[config.mk]
export PLATFORM = sky130hd
export DESIGN_NAME = button_led_midi_packet_packer_flat
export DESIGN_NICKNAME = d
export VERILOG_FILES = /design/src/bpk_pkg.sv /design/src/bpk_req_if.sv /design/src/bpk_rsp_if.sv /design/src/button_led_midi_packet_packer.sv /design/src/bpk_ram.sv /design/src/bpk_front.sv /design/src/bpk_back.sv /design/src/flat_wrapper.sv
export SDC_FILE = /design/constraint.sdc
export NUM_CORES = 2
export LEC_CHECK = 0
export BUFFER_PORTS_ARGS = -buffer_cell sky130_fd_sc_hd__buf_4
export CAP_MARGIN = 10
export CELL_PAD_IN_SITES_DETAIL_PLACEMENT = 1
export CELL_PAD_IN_SITES_GLOBAL_PLACEMENT = 1
export CORE_UTILIZATION = 35
export DETAILED_ROUTE_END_ITERATION = 7
export PLACE_DENSITY = 0.55
export SLEW_MARGIN = 20
export SYNTH_ARGS = -nofsm -noshare
export SYNTH_HDL_FRONTEND = slang
export SYNTH_SLANG_ARGS = --single-unit
[constraint.sdc]
create_clock -name clock -period 13.7 [get_ports clock]
set_input_delay 0.685 -clock clock [delete_from_list [all_inputs] [get_ports clock]]
set_output_delay 0.685 -clock clock [all_outputs]
set_load 0.02 [all_outputs]
[src/bpk_pkg.sv]
// Shared constants, codes and transaction types of the button-light MIDI packet packer.
`default_nettype none
package bpk_pkg;

   localparam int QUEUE_DEPTH  = 64;
   localparam int PACKET_BYTES = 8;
   localparam int IDX_W        = $clog2(PACKET_BYTES);
   localparam int CACHE_DEPTH  = 256;
   localparam int MSG_W        = 16;

   localparam logic [7:0] PAD_BYTE    = 8'd145;
   localparam logic [7:0] STATUS_NOTE = 8'd144;
   localparam logic [7:0] STATUS_CC   = 8'd176;
   localparam logic [6:0] TOP_BASE    = 7'd104;
   localparam logic [6:0] ROW_STRIDE  = 7'd16;
   localparam logic [6:0] SIDE_OFFSET = 7'd8;

   localparam logic REQ_BUTTON = 1'b0;
   localparam logic REQ_PACKET = 1'b1;

   localparam logic KIND_ACK  = 1'b0;
   localparam logic KIND_BYTE = 1'b1;

   localparam logic [1:0] GROUP_GRID = 2'd0;
   localparam logic [1:0] GROUP_TOP  = 2'd1;
   localparam logic [1:0] GROUP_SIDE = 2'd2;

   typedef enum logic [1:0] {
      SET_QUEUED,
      SET_UNCHANGED,
      SET_INVALID,
      SET_DROPPED
   } set_status_type;

   typedef struct packed {
      logic       is_packet;
      logic       invalid;
      logic       cc;
      logic [6:0] note;
      logic [7:0] vel;
   } cmd_type;

   typedef struct packed {
      logic             result_kind;
      logic [1:0]       set_status;
      logic [7:0]       packet_byte;
      logic [IDX_W-1:0] byte_index;
      logic             last;
   } rsp_type;

endpackage
`default_nettype wire

[src/bpk_req_if.sv]
// Request channel interface carrying button and packet requests.
`default_nettype none
interface bpk_req_if;
   logic       valid;
   logic       ready;
   logic       req_type;
   logic [1:0] button_group;
   logic [3:0] button_row;
   logic [3:0] button_col;
   logic [7:0] velocity;

   modport source (output valid, output req_type, output button_group, output button_row,
                   output button_col, output velocity, input ready);
   modport sink (input valid, input req_type, input button_group, input button_row,
                 input button_col, input velocity, output ready);
endinterface
`default_nettype wire

[src/bpk_rsp_if.sv]
// Response channel interface carrying acknowledgements and packet bytes.
`default_nettype none
interface bpk_rsp_if;
   logic       valid;
   logic       ready;
   logic       result_kind;
   logic [1:0] set_status;
   logic [7:0] packet_byte;
   logic [2:0] byte_index;
   logic       last;

   modport source (output valid, output result_kind, output set_status, output packet_byte,
                   output byte_index, output last, input ready);
   modport sink (input valid, input result_kind, input set_status, input packet_byte,
                 input byte_index, input last, output ready);
endinterface
`default_nettype wire

[src/button_led_midi_packet_packer.sv]
// Top level of the button-light MIDI packet packer.
// The req_if channel takes one transaction per request: req_type 0 sets a button light
// (button_group, button_row, button_col, velocity), req_type 1 asks for one 8-byte packet.
// The rsp_if channel returns one acknowledgement transaction per button request, carrying
// set_status, or eight packet_byte transactions per packet request, byte_index 0 to 7,
// with last set on the final transaction of each request.
// A two-entry command queue sits between the request decoder and the execution engine,
// so requests are taken while an earlier one is still being worked on.
// A button request reads the velocity cache, then S_CHECK writes its acknowledgement into
// the output register once that register is free. For a packet request every message
// costs one message RAM read and one packing decision before its bytes are emitted.
// Requests are executed one at a time by the engine state machine.
// Reset empties the message queue and the command queue and marks every velocity cache
// entry as zero through per-entry valid flags, so no clearing pass is needed.
// When rsp_if stalls, the output register holds its transaction and the engine waits;
// the command queue keeps accepting until it is full, then req_if.ready falls.
`default_nettype none
module button_led_midi_packet_packer #(
   parameter int QUEUE_DEPTH = bpk_pkg::QUEUE_DEPTH
) (
   input  logic      clock,
   input  logic      reset,
   bpk_req_if.sink   req_if,
   bpk_rsp_if.source rsp_if
);

   logic             cmd_valid;
   logic             cmd_ready;
   bpk_pkg::cmd_type cmd;

   bpk_front u_front (
      .clock     (clock),
      .reset     (reset),
      .req_if    (req_if),
      .cmd_valid (cmd_valid),
      .cmd_ready (cmd_ready),
      .cmd       (cmd)
   );

   bpk_back #(
      .QUEUE_DEPTH (QUEUE_DEPTH)
   ) u_back (
      .clock     (clock),
      .reset     (reset),
      .cmd_valid (cmd_valid),
      .cmd_ready (cmd_ready),
      .cmd       (cmd),
      .rsp_if    (rsp_if)
   );

   assert property (@(posedge clock) disable iff (reset)
      rsp_if.valid && (rsp_if.result_kind == bpk_pkg::KIND_ACK)
      |-> rsp_if.last && (rsp_if.byte_index == 3'd0) && (rsp_if.packet_byte == 8'd0))
      else $error("Acknowledgement transaction is not a single last result.");

   assert property (@(posedge clock) disable iff (reset)
      rsp_if.valid && (rsp_if.result_kind == bpk_pkg::KIND_BYTE)
      |-> (rsp_if.last == (rsp_if.byte_index == 3'(bpk_pkg::PACKET_BYTES - 1))))
      else $error("Packet byte last flag does not match the final byte position.");

   assert property (@(posedge clock) disable iff (reset)
      rsp_if.valid && (rsp_if.result_kind == bpk_pkg::KIND_BYTE)
      |-> (rsp_if.set_status == bpk_pkg::SET_QUEUED))
      else $error("Packet byte carries a nonzero status.");

   assert property (@(posedge clock) disable iff (reset)
      cmd_valid && cmd_ready && cmd.is_packet |=> !cmd_ready)
      else $error("Engine took a new command right after starting a packet.");

endmodule
`default_nettype wire

[src/bpk_ram.sv]
// Generic single-write, single-read RAM with registered read data.
`default_nettype none
module bpk_ram #(
   parameter int WIDTH = 16,
   parameter int DEPTH = 64
) (
   input  logic                     clock,
   input  logic                     wr_en,
   input  logic [$clog2(DEPTH)-1:0] wr_addr,
   input  logic [WIDTH-1:0]         wr_data,
   input  logic                     rd_en,
   input  logic [$clog2(DEPTH)-1:0] rd_addr,
   output logic [WIDTH-1:0]         rd_data
);

   logic [WIDTH-1:0] mem_ff [DEPTH];
   logic [WIDTH-1:0] rd_data_ff;

   always_ff @(posedge clock) begin
      if (wr_en) begin
         mem_ff[wr_addr] <= wr_data;
      end
      if (rd_en) begin
         rd_data_ff <= mem_ff[rd_addr];
      end
   end

   assign rd_data = rd_data_ff;

endmodule
`default_nettype wire

[src/bpk_front.sv]
// Front end: accepts requests, maps buttons to MIDI notes and queues commands.
`default_nettype none
module bpk_front (
   input  logic             clock,
   input  logic             reset,
   bpk_req_if.sink          req_if,
   output logic             cmd_valid,
   input  logic             cmd_ready,
   output bpk_pkg::cmd_type cmd
);

   localparam int Depth = 2;

   bpk_pkg::cmd_type q_ff [Depth];
   bpk_pkg::cmd_type cls;
   logic             wr_ptr_ff, wr_ptr_in;
   logic             rd_ptr_ff, rd_ptr_in;
   logic [1:0]       cnt_ff, cnt_in;
   logic             push, pop;

   always_comb begin
      cls.is_packet = (req_if.req_type == bpk_pkg::REQ_PACKET);
      cls.vel       = req_if.velocity;
      cls.cc        = 1'b0;
      cls.note      = 7'd0;
      cls.invalid   = 1'b0;
      case (req_if.button_group)
         bpk_pkg::GROUP_GRID: begin
            cls.invalid = req_if.button_row[3] | req_if.button_col[3];
            cls.note    = 7'(req_if.button_row[2:0]) * bpk_pkg::ROW_STRIDE
                          + 7'(req_if.button_col[2:0]);
         end
         bpk_pkg::GROUP_TOP: begin
            cls.invalid = req_if.button_col[3];
            cls.cc      = 1'b1;
            cls.note    = bpk_pkg::TOP_BASE + 7'(req_if.button_col[2:0]);
         end
         bpk_pkg::GROUP_SIDE: begin
            cls.invalid = req_if.button_row[3];
            cls.note    = 7'(req_if.button_row[2:0]) * bpk_pkg::ROW_STRIDE
                          + bpk_pkg::SIDE_OFFSET;
         end
         default: begin
            cls.invalid = 1'b1;
         end
      endcase
   end

   assign req_if.ready = (cnt_ff != 2'(Depth));
   assign cmd_valid    = (cnt_ff != 2'd0);
   assign cmd          = q_ff[rd_ptr_ff];
   assign push         = req_if.valid && req_if.ready;
   assign pop          = cmd_valid && cmd_ready;

   always_comb begin
      wr_ptr_in = push ? ~wr_ptr_ff : wr_ptr_ff;
      rd_ptr_in = pop ? ~rd_ptr_ff : rd_ptr_ff;
      cnt_in    = cnt_ff;
      if (push && !pop) begin
         cnt_in = cnt_ff + 2'd1;
      end else if (pop && !push) begin
         cnt_in = cnt_ff - 2'd1;
      end
   end

   always_ff @(posedge clock) begin
      if (reset) begin
         wr_ptr_ff <= 1'b0;
         rd_ptr_ff <= 1'b0;
         cnt_ff    <= 2'd0;
      end else begin
         wr_ptr_ff <= wr_ptr_in;
         rd_ptr_ff <= rd_ptr_in;
         cnt_ff    <= cnt_in;
      end
   end

   always_ff @(posedge clock) begin
      if (push) begin
         q_ff[wr_ptr_ff] <= cls;
      end
   end

endmodule
`default_nettype wire

[src/bpk_back.sv]
// Back end: velocity cache, message queue, packet packing and the response register.
`default_nettype none
module bpk_back #(
   parameter int QUEUE_DEPTH = bpk_pkg::QUEUE_DEPTH
) (
   input  logic             clock,
   input  logic             reset,
   input  logic             cmd_valid,
   output logic             cmd_ready,
   input  bpk_pkg::cmd_type cmd,
   bpk_rsp_if.source        rsp_if
);

   localparam int AddrW = $clog2(QUEUE_DEPTH);
   localparam int CntW  = $clog2(QUEUE_DEPTH + 1);
   localparam int KeyW  = $clog2(bpk_pkg::CACHE_DEPTH);
   localparam int IdxW  = bpk_pkg::IDX_W;

   typedef enum logic [2:0] {
      S_IDLE,
      S_CHECK,
      S_FETCH,
      S_LOAD,
      S_EMIT,
      S_PAD
   } state_type;

   state_type                       state_ff, state_in;
   bpk_pkg::cmd_type                cmd_ff, cmd_in;
   logic [AddrW-1:0]                head_ff, head_in;
   logic [AddrW-1:0]                tail_ff, tail_in;
   logic [CntW-1:0]                 count_ff, count_in;
   logic [IdxW-1:0]                 pos_ff, pos_in;
   logic                            prev_valid_ff, prev_valid_in;
   logic                            prev_cc_ff, prev_cc_in;
   logic [bpk_pkg::MSG_W-1:0]       msg_ff, msg_in;
   logic [1:0]                      step_ff, step_in;
   logic                            out_valid_ff, out_valid_in;
   bpk_pkg::rsp_type                out_ff, out_in;
   logic [bpk_pkg::CACHE_DEPTH-1:0] cache_valid_ff, cache_valid_in;

   logic                      msg_wr_en, msg_rd_en;
   logic [bpk_pkg::MSG_W-1:0] msg_rdata;
   logic                      cache_wr_en, cache_rd_en;
   logic [KeyW-1:0]           cache_rd_addr, key_ff;
   logic [7:0]                cache_rdata, cached;
   logic                      out_free, change, fits;
   logic [AddrW-1:0]          tail_next, head_next;
   logic [7:0]                status_byte;

   assign key_ff        = {cmd_ff.cc, cmd_ff.note};
   assign cache_rd_addr = {cmd.cc, cmd.note};
   assign cached        = cache_valid_ff[key_ff] ? cache_rdata : 8'd0;
   assign out_free      = !out_valid_ff || rsp_if.ready;
   assign tail_next     = (tail_ff == AddrW'(QUEUE_DEPTH - 1)) ? '0 : tail_ff + AddrW'(1);
   assign head_next     = (head_ff == AddrW'(QUEUE_DEPTH - 1)) ? '0 : head_ff + AddrW'(1);
   assign change        = !prev_valid_ff || (prev_cc_ff != msg_rdata[15]);
   assign fits          = change ? (pos_ff <= IdxW'(bpk_pkg::PACKET_BYTES - 3))
                                 : (pos_ff <= IdxW'(bpk_pkg::PACKET_BYTES - 2));
   assign status_byte   = msg_ff[15] ? bpk_pkg::STATUS_CC : bpk_pkg::STATUS_NOTE;
   assign cmd_ready     = (state_ff == S_IDLE);

   always_comb begin
      state_in       = state_ff;
      cmd_in         = cmd_ff;
      head_in        = head_ff;
      tail_in        = tail_ff;
      count_in       = count_ff;
      pos_in         = pos_ff;
      prev_valid_in  = prev_valid_ff;
      prev_cc_in     = prev_cc_ff;
      msg_in         = msg_ff;
      step_in        = step_ff;
      cache_valid_in = cache_valid_ff;
      out_valid_in   = out_valid_ff && !rsp_if.ready;
      out_in         = out_ff;
      msg_wr_en      = 1'b0;
      msg_rd_en      = 1'b0;
      cache_wr_en    = 1'b0;
      cache_rd_en    = 1'b0;
      case (state_ff)
         S_IDLE: begin
            if (cmd_valid) begin
               cmd_in = cmd;
               if (cmd.is_packet) begin
                  pos_in        = '0;
                  prev_valid_in = 1'b0;
                  state_in      = S_FETCH;
               end else begin
                  cache_rd_en = 1'b1;
                  state_in    = S_CHECK;
               end
            end
         end
         S_CHECK: begin
            if (out_free) begin
               out_valid_in           = 1'b1;
               out_in.result_kind     = bpk_pkg::KIND_ACK;
               out_in.packet_byte     = 8'd0;
               out_in.byte_index      = '0;
               out_in.last            = 1'b1;
               if (cmd_ff.invalid) begin
                  out_in.set_status = bpk_pkg::SET_INVALID;
               end else if (cached == cmd_ff.vel) begin
                  out_in.set_status = bpk_pkg::SET_UNCHANGED;
               end else if (count_ff == CntW'(QUEUE_DEPTH)) begin
                  out_in.set_status = bpk_pkg::SET_DROPPED;
               end else begin
                  out_in.set_status      = bpk_pkg::SET_QUEUED;
                  msg_wr_en              = 1'b1;
                  cache_wr_en            = 1'b1;
                  cache_valid_in[key_ff] = 1'b1;
                  tail_in                = tail_next;
                  count_in               = count_ff + CntW'(1);
               end
               state_in = S_IDLE;
            end
         end
         S_FETCH: begin
            if (count_ff == '0) begin
               state_in = S_PAD;
            end else begin
               msg_rd_en = 1'b1;
               state_in  = S_LOAD;
            end
         end
         S_LOAD: begin
            if (fits) begin
               msg_in        = msg_rdata;
               step_in       = change ? 2'd0 : 2'd1;
               prev_valid_in = 1'b1;
               prev_cc_in    = msg_rdata[15];
               head_in       = head_next;
               count_in      = count_ff - CntW'(1);
               state_in      = S_EMIT;
            end else begin
               state_in = S_PAD;
            end
         end
         S_EMIT: begin
            if (out_free) begin
               out_valid_in       = 1'b1;
               out_in.result_kind = bpk_pkg::KIND_BYTE;
               out_in.set_status  = bpk_pkg::SET_QUEUED;
               out_in.byte_index  = pos_ff;
               out_in.last        = (pos_ff == IdxW'(bpk_pkg::PACKET_BYTES - 1));
               case (step_ff)
                  2'd0:    out_in.packet_byte = status_byte;
                  2'd1:    out_in.packet_byte = {1'b0, msg_ff[14:8]};
                  default: out_in.packet_byte = msg_ff[7:0];
               endcase
               pos_in = pos_ff + IdxW'(1);
               if (step_ff == 2'd2) begin
                  state_in = (pos_ff == IdxW'(bpk_pkg::PACKET_BYTES - 1)) ? S_IDLE : S_FETCH;
               end else begin
                  step_in = step_ff + 2'd1;
               end
            end
         end
         S_PAD: begin
            if (out_free) begin
               out_valid_in       = 1'b1;
               out_in.result_kind = bpk_pkg::KIND_BYTE;
               out_in.set_status  = bpk_pkg::SET_QUEUED;
               out_in.packet_byte = bpk_pkg::PAD_BYTE;
               out_in.byte_index  = pos_ff;
               out_in.last        = (pos_ff == IdxW'(bpk_pkg::PACKET_BYTES - 1));
               pos_in             = pos_ff + IdxW'(1);
               if (pos_ff == IdxW'(bpk_pkg::PACKET_BYTES - 1)) begin
                  state_in = S_IDLE;
               end
            end
         end
         default: begin
            state_in = S_IDLE;
         end
      endcase
   end

   always_ff @(posedge clock) begin
      if (reset) begin
         state_ff       <= S_IDLE;
         head_ff        <= '0;
         tail_ff        <= '0;
         count_ff       <= '0;
         pos_ff         <= '0;
         prev_valid_ff  <= 1'b0;
         prev_cc_ff     <= 1'b0;
         step_ff        <= 2'd0;
         out_valid_ff   <= 1'b0;
         cache_valid_ff <= '0;
      end else begin
         state_ff       <= state_in;
         head_ff        <= head_in;
         tail_ff        <= tail_in;
         count_ff       <= count_in;
         pos_ff         <= pos_in;
         prev_valid_ff  <= prev_valid_in;
         prev_cc_ff     <= prev_cc_in;
         step_ff        <= step_in;
         out_valid_ff   <= out_valid_in;
         cache_valid_ff <= cache_valid_in;
      end
      cmd_ff <= cmd_in;
      msg_ff <= msg_in;
      out_ff <= out_in;
   end

   bpk_ram #(
      .WIDTH (bpk_pkg::MSG_W),
      .DEPTH (QUEUE_DEPTH)
   ) u_msg_ram (
      .clock   (clock),
      .wr_en   (msg_wr_en),
      .wr_addr (tail_ff),
      .wr_data ({cmd_ff.cc, cmd_ff.note, cmd_ff.vel}),
      .rd_en   (msg_rd_en),
      .rd_addr (head_ff),
      .rd_data (msg_rdata)
   );

   bpk_ram #(
      .WIDTH (8),
      .DEPTH (bpk_pkg::CACHE_DEPTH)
   ) u_cache_ram (
      .clock   (clock),
      .wr_en   (cache_wr_en),
      .wr_addr (key_ff),
      .wr_data (cmd_ff.vel),
      .rd_en   (cache_rd_en),
      .rd_addr (cache_rd_addr),
      .rd_data (cache_rdata)
   );

   assign rsp_if.valid       = out_valid_ff;
   assign rsp_if.result_kind = out_ff.result_kind;
   assign rsp_if.set_status  = out_ff.set_status;
   assign rsp_if.packet_byte = out_ff.packet_byte;
   assign rsp_if.byte_index  = out_ff.byte_index;
   assign rsp_if.last        = out_ff.last;

endmodule
`default_nettype wire
[src/flat_wrapper.sv]
// flat-port wrapper written by rule: the top's interface ports become plain ports
module button_led_midi_packet_packer_flat 
#(
   parameter int QUEUE_DEPTH = bpk_pkg::QUEUE_DEPTH
)
  (clock, reset, req_if_valid, req_if_req_type, req_if_button_group, req_if_button_row, req_if_button_col, req_if_velocity, req_if_ready, rsp_if_valid, rsp_if_result_kind, rsp_if_set_status, rsp_if_packet_byte, rsp_if_byte_index, rsp_if_last, rsp_if_ready);
  bpk_req_if req_if_i ();
  bpk_rsp_if rsp_if_i ();
  input  logic clock;
  input  logic reset;
  input wire logic [$bits(req_if_i.valid)-1:0] req_if_valid;
  input wire logic [$bits(req_if_i.req_type)-1:0] req_if_req_type;
  input wire logic [$bits(req_if_i.button_group)-1:0] req_if_button_group;
  input wire logic [$bits(req_if_i.button_row)-1:0] req_if_button_row;
  input wire logic [$bits(req_if_i.button_col)-1:0] req_if_button_col;
  input wire logic [$bits(req_if_i.velocity)-1:0] req_if_velocity;
  output wire logic [$bits(req_if_i.ready)-1:0] req_if_ready;
  output wire logic [$bits(rsp_if_i.valid)-1:0] rsp_if_valid;
  output wire logic [$bits(rsp_if_i.result_kind)-1:0] rsp_if_result_kind;
  output wire logic [$bits(rsp_if_i.set_status)-1:0] rsp_if_set_status;
  output wire logic [$bits(rsp_if_i.packet_byte)-1:0] rsp_if_packet_byte;
  output wire logic [$bits(rsp_if_i.byte_index)-1:0] rsp_if_byte_index;
  output wire logic [$bits(rsp_if_i.last)-1:0] rsp_if_last;
  input wire logic [$bits(rsp_if_i.ready)-1:0] rsp_if_ready;
  assign req_if_i.valid = req_if_valid;
  assign req_if_i.req_type = req_if_req_type;
  assign req_if_i.button_group = req_if_button_group;
  assign req_if_i.button_row = req_if_button_row;
  assign req_if_i.button_col = req_if_button_col;
  assign req_if_i.velocity = req_if_velocity;
  assign req_if_ready = req_if_i.ready;
  assign rsp_if_valid = rsp_if_i.valid;
  assign rsp_if_result_kind = rsp_if_i.result_kind;
  assign rsp_if_set_status = rsp_if_i.set_status;
  assign rsp_if_packet_byte = rsp_if_i.packet_byte;
  assign rsp_if_byte_index = rsp_if_i.byte_index;
  assign rsp_if_last = rsp_if_i.last;
  assign rsp_if_i.ready = rsp_if_ready;
  button_led_midi_packet_packer #(.QUEUE_DEPTH(QUEUE_DEPTH)) u_core (.clock(clock), .reset(reset), .req_if(req_if_i), .rsp_if(rsp_if_i));
endmodule
==> impl_metrics.yaml <==
logic_synthesis:
  syn-num-nets: 9500
  ys_warn_count: 0
  synth_cell_types: 79
  ys_seq_area_share_pct: 73.14
  synth_edf_count: 3180
  synth_async_sr_flop_share_pct: 0
  netlist_area_sq_mm: 0.1385
  synth-seq-cells: 3471
  synthCells: 9457
  synth_flop_cell: "edfxtp_1"
  synth_area_per_cell_sq_um: 14.65
pwr:
  p_comb_share_pct: 23.5
  p_sw_mw: 10.20
  power.density_mw_per_mm2: 193.8
  switching_share_pct: 33.26
  p_total_mw: 30.66
  clock_power_share_pct: 33.9
  leakage_nw: 50.32
  pwr-share-seq_pct: 42.6
  ir_drop_v: 0.0001567
  internal_power_mw: 20.46
grt:
  overflow: 0
  grt_max_degree: 214
  grt_first_pass_wirelength_mm: 621.0
  grt_antenna_before_repair: 26
  grt_pass1_vias: 86410
  grtUsageTotal_pct: 21.15
timing:
  finalSetupTns_ps: 0
  grt_setup_unrepaired: "no"
  slew_headroom_pct: 23.08
  worst_slew_pin_slew_ps: 1151
  whs_ps: 121.6
  fin_crit_ps: 7980
  fin_ws_ps: 5720
  fin_crit_sh_pct: 58.24
  fmax_ghz: 0.1253
  slew_viol_final: 0
  skew_ps: 107.9
  setup_viol: 0
  hold_viol_final: 0
run_status:
  status: "finished clean"
critical_path:
  cpLargestDelayFamily: "buffers and inverters"
  slowest_delay_ps: 870
  path_buf_inv: 4
  crit_chain: "buf_12 > buf_4 > mux4_1 > mux4_2 > nor2_1 > or4_1 > o311a_1 > and3_1 > o31ai_2 > a221o_2 > o21ai_4 > buf_4 > buf_4 > nor3_1"
  cp-end-kind: "register"
  cp-start-kind: "register"
  crit_slowest_cell: "buf_4"
  crit_type: "register to register"
  path_max_fanout: 132
  arrival_ps: 8560
  critPathRequiredTime_ps: 14290
  cp_common_cell: "buf_4"
clock_tree:
  clk_pin_slew_ps: 60
  cts.sink_count: 3471
  cts.repair.resized: 0
  ctsHtreeMaxLevel: 5
  cts_buffer_depth: 4
  clkLatencyLatePin_ps: 980
  cts_root_buffer: "clkbuf_16"
  cts_tree: "built"
  cts_made_buffers: 378
finish:
  drive_gt1_share_pct: 15.24
  area_growth_pct: 14.20
  final_common_cell: "edfxtp_1"
  fillerInstances: 39570
  num-nets-final: 9446
  final_cell_mix: "3180 x edfxtp_1, 2105 x nand2_1, 1055 x nand3_1"
route:
  wl_mm: 429.2
  vias: 82420
  drt-pass1-iter-count: 5
  drc: 0
  routed_via_density: 5.514
  wire_per_inst_um: 28.71
  drt_iter0_drc: 7632
  final_antenna_net_count: 0
place:
  gp_congestion: 0.8189
  pre_cts_slack_ps: 5904
  dpl.hpwl_mm: 252.2
  port_buffers: 39
run:
  maxCapViolations: 0
floorplan:
  ios: 40
  fp-row-count: 230
  die_h_um: 631.1
  core-area_sq_mm: 0.3931
  die_area_sq_mm: 0.3983
  die_w_um: 631.1
  initial_core_util_pct: 35.24
worst_hold_path:
  hp-class: "primary input to register"
## worst paths after layout
| path | start | to | slack [ps] | depth (start not counted) |
|---|---|---|---|---|
| worst max-delay path | u_core.u_back.cmd_ff[8] | u_core.u_back.u_cache_ram.mem_ff[98][3] | 5720 | 14 |
| worst max register to register | u_core.u_back.cmd_ff[8] | u_core.u_back.u_cache_ram.mem_ff[98][3] | 5720 | 14 |
| worst min register to register | u_core.u_back.u_msg_ram.rd_data[9] | u_core.u_back.msg_ff[9] | 430 | 0 |
| worst min-delay path | req_if_button_col[1] | u_core.u_front.q_ff[0][9] | 120 | 2 |
## routing by layer
layer,GRT usage (%),share of wire [%],up-vias
met5,0,0.0070,-
met4,4.922,2.2,4
met3,2.908,5.4,544
met2,34.65,47,2249
met1,29.85,45,43420
li1,-,-,36200
## power groups by stage
stage | Combinational, mW | Clock [mW] | Sequential (mW)
after global placement | 7.14 | 0 | 13.3
after floorplan | 3.18 | 0 | 14.1
final | 7.20 | 10.4 | 13.1
after CTS | 7.24 | 10.6 | 13.1
after detailed placement | 7.22 | 0 | 13.3
after global routing | 7.65 | 11.0 | 13.1
## synthesized netlist by cell type (all sizes together), types with 5 or more instances
master	n	area share, %
and2	6	0.027
a31oi	54	0.24
inv	32	0.087
edfxtp	3180	69
a311oi	337	2.1
o22ai	5	0.023
a21o	5	0.027
xor2	8	0.051
a22oi	40	0.22
buf	189	0.73
o21ai	37	0.21
a22o	5	0.032
nor2b	28	0.13
and3	130	0.59
dfxtp	291	4.2
clkbuf	539	1.5
xnor2	6	0.038
ha	19	0.17
nor2	72	0.20
nor3	291	1.1
o2111ai	6	0.085
nand4	10	0.045
mux2i	107	0.77
nor4	54	0.28
a2111oi	5	0.048
nand3	1066	3.9
a21oi	104	0.38
a211oi	13	0.070
mux2	18	0.15
o2bb2ai	256	1.7
or2	10	0.045
mux4	366	6.0
nand2b	9	0.041
nand2	2112	5.7
## cells by family (layout without fill, tap and decap cells)
kind of cell | Yosys count | after routing | synth area share, %
AO/OA/AOI/OAI | 893 | 893 | 5.350
other | 0 | 5 | 0
adder cells (fa/ha/maj) | 20 | 20 | 0.1861
buffers and inverters | 761 | 1026 | 2.282
multiplexers | 491 | 491 | 6.875
XOR/XNOR | 14 | 14 | 0.08851
flip-flops | 3471 | 3471 | 73.14
AND/OR/NAND/NOR | 3807 | 3807 | 12.08
## per-stage QoR
stage	instance area, sq um	instances	utilization (%)
after global placement	145000	14230	36.89
after CTS	157800	14940	40.14
after global routing	158200	14940	40.24
final	158200	14950	40.24
after detailed placement	145000	14230	36.90
after floorplan	138500	9457	-
## cell type report
cell class,instances,area (sq um),area share [%]
Sequential cell,3471,101300,64.05
Multi-Input combinational cell,5225,35050,22.16
Clock buffer,450,9893,6.254
Tap cell,5220,6531,4.128
Clock inverter,249,2731,1.727
Timing Repair Buffer,294,2496,1.578
Inverter,33,148.9,0.09412
Antenna cell,5,12.51,0.007909
## state kept, by name, summed over array words and instances (netlist names), 6 cells and up, named ones only
signal,count
u_core.u_back.head_ff,6
u_core.u_back.u_msg_ram.mem_ff,1024
u_core.u_back.msg_ff,16
u_core.u_back.u_msg_ram.rd_data,16
u_core.u_back.u_cache_ram.mem_ff,2048
u_core.u_front.q_ff,36
u_core.u_back.u_cache_ram.rd_data,8
u_core.u_back.rsp_if.packet_byte,8
u_core.u_back.cache_valid_ff,256
u_core.u_back.count_ff,7
u_core.u_back.cmd_ff,17
u_core.u_back.tail_ff,6
## what timing repair did
action,4_1_cts,5_1_grt
buffers inserted,0,0
hold buffers,11,0
endpoints found under the hold margin,22,0
Note: power is estimated with default switching activity, not from simulation.
